File: config.mk
export PLATFORM = sky130hd
export DESIGN_NAME = ffea_table
export DESIGN_NICKNAME = d
export VERILOG_FILES = /design/src/rtl/ffea_pkg.sv /design/src/rtl/ffea_table.sv
export SDC_FILE = /design/constraint.sdc
export NUM_CORES = 2
export LEC_CHECK = 0
export ABC_CLOCK_PERIOD_IN_PS = 15090
export CAP_MARGIN = 5
export CORE_MARGIN = 4
export CORE_UTILIZATION = 53
export CTS_BUF_LIST = sky130_fd_sc_hd__clkbuf_4
export DETAILED_ROUTE_END_ITERATION = 6
export DONT_BUFFER_PORTS = 1
export PLACE_DENSITY_LB_ADDON = 0.08
export SLEW_MARGIN = 20
export SYNTH_ARGS = -nofsm -noshare
export SYNTH_HDL_FRONTEND = slang
export SYNTH_SLANG_ARGS = --single-unit
File: constraint.sdc
create_clock -name clock -period 15.09 [get_ports clock]
set_clock_uncertainty 0.1 [all_clocks]
set_input_delay 3.018 -clock clock [delete_from_list [all_inputs] [get_ports clock]]
set_output_delay 3.018 -clock clock [all_outputs]
set_load 0.03 [all_outputs]
File: src/rtl/ffea_pkg.sv
// Shared types and constants for the first-fit extent allocator.
// No dependencies.
`default_nettype none
package ffea_pkg;
   localparam logic CMD_ALLOC = 1'b0;
   localparam logic CMD_FREE  = 1'b1;
   localparam logic [1:0] ST_DONE   = 2'd0;
   localparam logic [1:0] ST_NO_FIT = 2'd1;
   localparam logic [1:0] ST_FULL   = 2'd2;
endpackage
`default_nettype wire

File: src/rtl/ffea_table.sv
// Extent table: two synchronous memories (start, length), one read and one write port each.
// Depends on ffea_pkg.
`default_nettype none
module ffea_table import ffea_pkg::*; #(
   parameter int DEPTH = 64,
   parameter int AW    = 32,
   localparam int IW   = $clog2(DEPTH)
) (
   input  wire logic          clock,
   input  wire logic [IW-1:0] rd_idx,
   output logic      [AW-1:0] rd_start,
   output logic      [AW-1:0] rd_length,
   input  wire logic          wr_en,
   input  wire logic [IW-1:0] wr_idx,
   input  wire logic [AW-1:0] wr_start,
   input  wire logic [AW-1:0] wr_length
);
   logic [AW-1:0] start_mem [DEPTH];
   logic [AW-1:0] length_mem [DEPTH];

   always_ff @(posedge clock) begin
      if (wr_en) begin
         start_mem[wr_idx]  <= wr_start;
         length_mem[wr_idx] <= wr_length;
      end
      rd_start  <= start_mem[rd_idx];
      rd_length <= length_mem[rd_idx];
   end
endmodule
`default_nettype wire

==> qor.yml <==
route:
  detail_route.wl_per_cell_um: 38.23
  wl_met1_um: 177900
  drc: 0
  via_count: 79680
  drt-total-wl_um: 461900
  routed-wl-met2_um: 224900
  dr.pass1.iters: 6
  ant_nets: 0
  routed.top_layer: "met5"
  drt_iter0_markers: 11840
  wl_met3_um: 48310
  viasPerCell: 6.595
die:
  io_pins: 142
  num_rows: 198
  fp.dieH_um: 550.3
  start_util_pct: 53.40
  die_w_um: 550.3
  core_um2: 291800
  die_area_um2: 302800
global_routing:
  grt.total_usage_pct: 30.96
  overflow: 0
  grt_start_max_net_pins: 848
  grt_pass1_vias: 81990
  grt_antenna_before_repair: 18
  grt_pass1_wl_um: 636400
yosys:
  yosysTopAreaCell: "edfxtp_1"
  yosysMostFrequentCell: "edfxtp_1"
  synth_edf_count: 4096
  synthFlopType: "edfxtp_1"
  yosysUniqueCellTypes: 30
  postSynthAreaPerCell_um2: 23.96
  syn_nets: 6583
  seq_area_frac_synth_pct: 79.75
  synthCells: 6505
  synth-seq-cells: 4160
  synth_warnings: 0
  synth_area_um2: 155800
  synth.top_cells.by_count: "4096 x edfxtp_1, 1024 x mux4_2, 256 x a22oi_1, 140 x clkbuf_1, 136 x buf_2"
  yosys-top-cells-area: "edfxtp_1 79%, mux4_2 15%, a22oi_1 1.2%"
  netlist.area_leader.share_pct: 78.93
  synthArstFlopShare_pct: 0
clock_tree:
  ctsHoldBuffers: 0
  cts_buffer_depth: 5
  clk_latency_ns: 1.63
  cts_htree_levels: 7
  cts_resized: 0
  root_buffer: "clkbuf_4"
  cts_tree: "done"
  cts.sinks: 4160
  clk_pin_slew_ns: 0.06
  postCtsSetupBuffers: 0
  cts_buffers: 1141
worst_setup_path:
  timing.rr.end: "rd_length[22]"
  endpoint_kind: "flop"
  arrival_ns: 6.97
  path_buf_inv: 5
  reg2reg_from: "length_mem[22][22]"
  rrSetupSlack_ns: 13.03
  reg2reg_depth: 4
  max_stage_delay_ns: 0.59
  worst-setup-path-type: "input pin to flop"
  cp_common_cell: "buf_16"
  critical_path.cell_chain: "buf_16, buf_16, buf_16, buf_16, buf_16, mux4_2, a22oi_1, nand3_1, o211a_1"
  start_kind: "input pin"
  path_delay_family: "buffers and inverters"
  path_max_fanout: 88
  crit_required_ns: 16.39
  slowest_stage: "mux4_2"
power_and_ir_drop:
  netSwitchingFraction_pct: 21.35
  vdd_ir_drop_max_mv: 0.08029
  comb_power_share_pct: 3.4
  clockPowerShare_pct: 41.4
  p_leak_nw: 55.49
  switching_power_w: 0.004980
  power_density_nw_per_um2: 133.5
  p_int_w: 0.01835
  p_seq_share_pct: 55.2
timing:
  fin_crit_sh_pct: 37.52
  worst_pin_slew_ns: 3.332
  min_period_ns: 5.662
  maxSlewHeadroom_pct: -122.1
  rsz0062_at_grt: "no"
  maxSlewViolCount: 458
  setup_violations: 0
  clock.fmax_mhz: 176.6
  finalSetupTns_ns: 0
  hold_viol: 0
worst_hold_path:
  hold_path.class: "flop to flop"
  min-delay-start: "start_mem[38][20]"
  hold_depth: 4
  hold_end: "rd_start[20]"
place:
  hpwl_um: 223300
  numPortBuffers: 0
  place_congestion: 0.7660
  placed_area_um2: 161100
final_layout:
  multi_input_area_um2: 30200
  fillerInstances: 21250
  final_cell_area_um2: 174700
  nets: 7543
  drive_above_1_share_pct: 36.81
  ff_latch_area_um2: 124300
  area.growth.synth_to_final_pct: 12.12
flow_run:
  cap_violations: 0
status:
  violations: "slew limit"
  status: "complete, but fails checks"
cell type report:
type,instances,area share (%)
Tap cell,3900,2.793
Sequential cell,4160,71.13
Clock inverter,216,0.7118
Inverter,1,0.002148
Timing Repair Buffer,194,1.053
Antenna cell,11,0.01575
Multi-Input combinational cell,1967,17.28
Clock buffer,1633,7.016
per-layer routing:
| layer | up-vias | GRT usage (%) |
|---|---|---|
| li1 | 30940 | - |
| met1 | 43230 | 42.87 |
| met2 | 4894 | 48.82 |
| met3 | 621 | 8.139 |
| met4 | 2 | 9.987 |
| met5 | - | 0 |
sequential cells by signal (all words and copies together), names as in the netlist:
register    cells
start_mem    2048
length_mem   2048
rd_length      32
rd_start       32
worst reg2reg max path: cells and delay by family (launching register included):
kind            cells  cell delay, ns
compound gates      2            0.82
flops               1            0.37
simple gates        1            0.16
mux                 1            0.47
worst max path at each step:
stage / from / endpoint / slack, ns / cells past startpoint
4_1_cts: rd_start[7] / rd_start[7] / 9.41 / 0
5_1_grt: rd_idx[0] / rd_start[16] / 9.18 / 9
3_3_place_gp: rd_idx[0] / rd_start[16] / 7.75 / 9
6_report: rd_idx[0] / rd_start[16] / 9.43 / 9
2_1_floorplan: wr_idx[4] / length_mem[16][0] / 7.98 / 4
3_5_place_dp: rd_idx[0] / rd_start[16] / 7.77 / 9
cells in the final DEF, fill, tap and decap left out, types with 2 or more instances in the layout:
master,count
buf_12,5
clkinv_2,24
nor2b_1,3
o221ai_1,64
nor2_1,43
buf_16,16
or3_1,3
nand2_1,6
nand3b_1,4
clkinv_1,144
mux2i_1,90
and2_4,3
nand2b_2,3
a211oi_1,63
nor2_4,67
o22ai_1,102
nand3_1,133
o211a_1,64
clkbuf_4,1633
inv_2,32
or2_2,2
a22oi_1,256
buf_4,173
bufinv_16,15
diode_2,11
mux4_2,1024
edfxtp_1,4096
dfxtp_1,64
nor2b_4,4
a21oi_1,25
or3b_2,2
power by group through the flow:
stage / Clock (W) / Combinational (W) / Sequential (W)
3_5_place_dp: 0 / 0.000774 / 0.0131
6_report: 0.00965 / 0.000793 / 0.0129
3_3_place_gp: 0 / 0.000772 / 0.0131
4_1_cts: 0.00985 / 0.000777 / 0.0129
2_1_floorplan: 0 / 0.000591 / 0.0131
5_1_grt: 0.0106 / 0.000815 / 0.0129
kinds of logic after synthesis:
kind of cell | share of synthesized area (%)
AND/OR/NAND/NOR | 0.8310
buffers and inverters | 1.242
multiplexers | 15.38
flip-flops | 79.75
AO/OA/AOI/OAI | 2.803
through the flow:
| step | utilization, % | instances | setup WS, ns | hold slack [ns] | total power [W] |
|---|---|---|---|---|---|
| 6_report | 59.87 | 12080 | 9.428 | 0.6928 | 0.02333 |
| 5_1_grt | 59.87 | 12080 | 9.180 | 0.7031 | 0.02426 |
| 4_1_cts | 59.83 | 12070 | 9.407 | 0.6816 | 0.02351 |
| 3_5_place_dp | 55.20 | 10220 | 7.765 | 0.7223 | 0.01391 |
| 3_3_place_gp | 55.15 | 10210 | 7.748 | 0.7056 | 0.01391 |
| 2_1_floorplan | - | 6505 | 7.976 | 0.6832 | 0.01370 |
(Power assumes the default switching activity.)
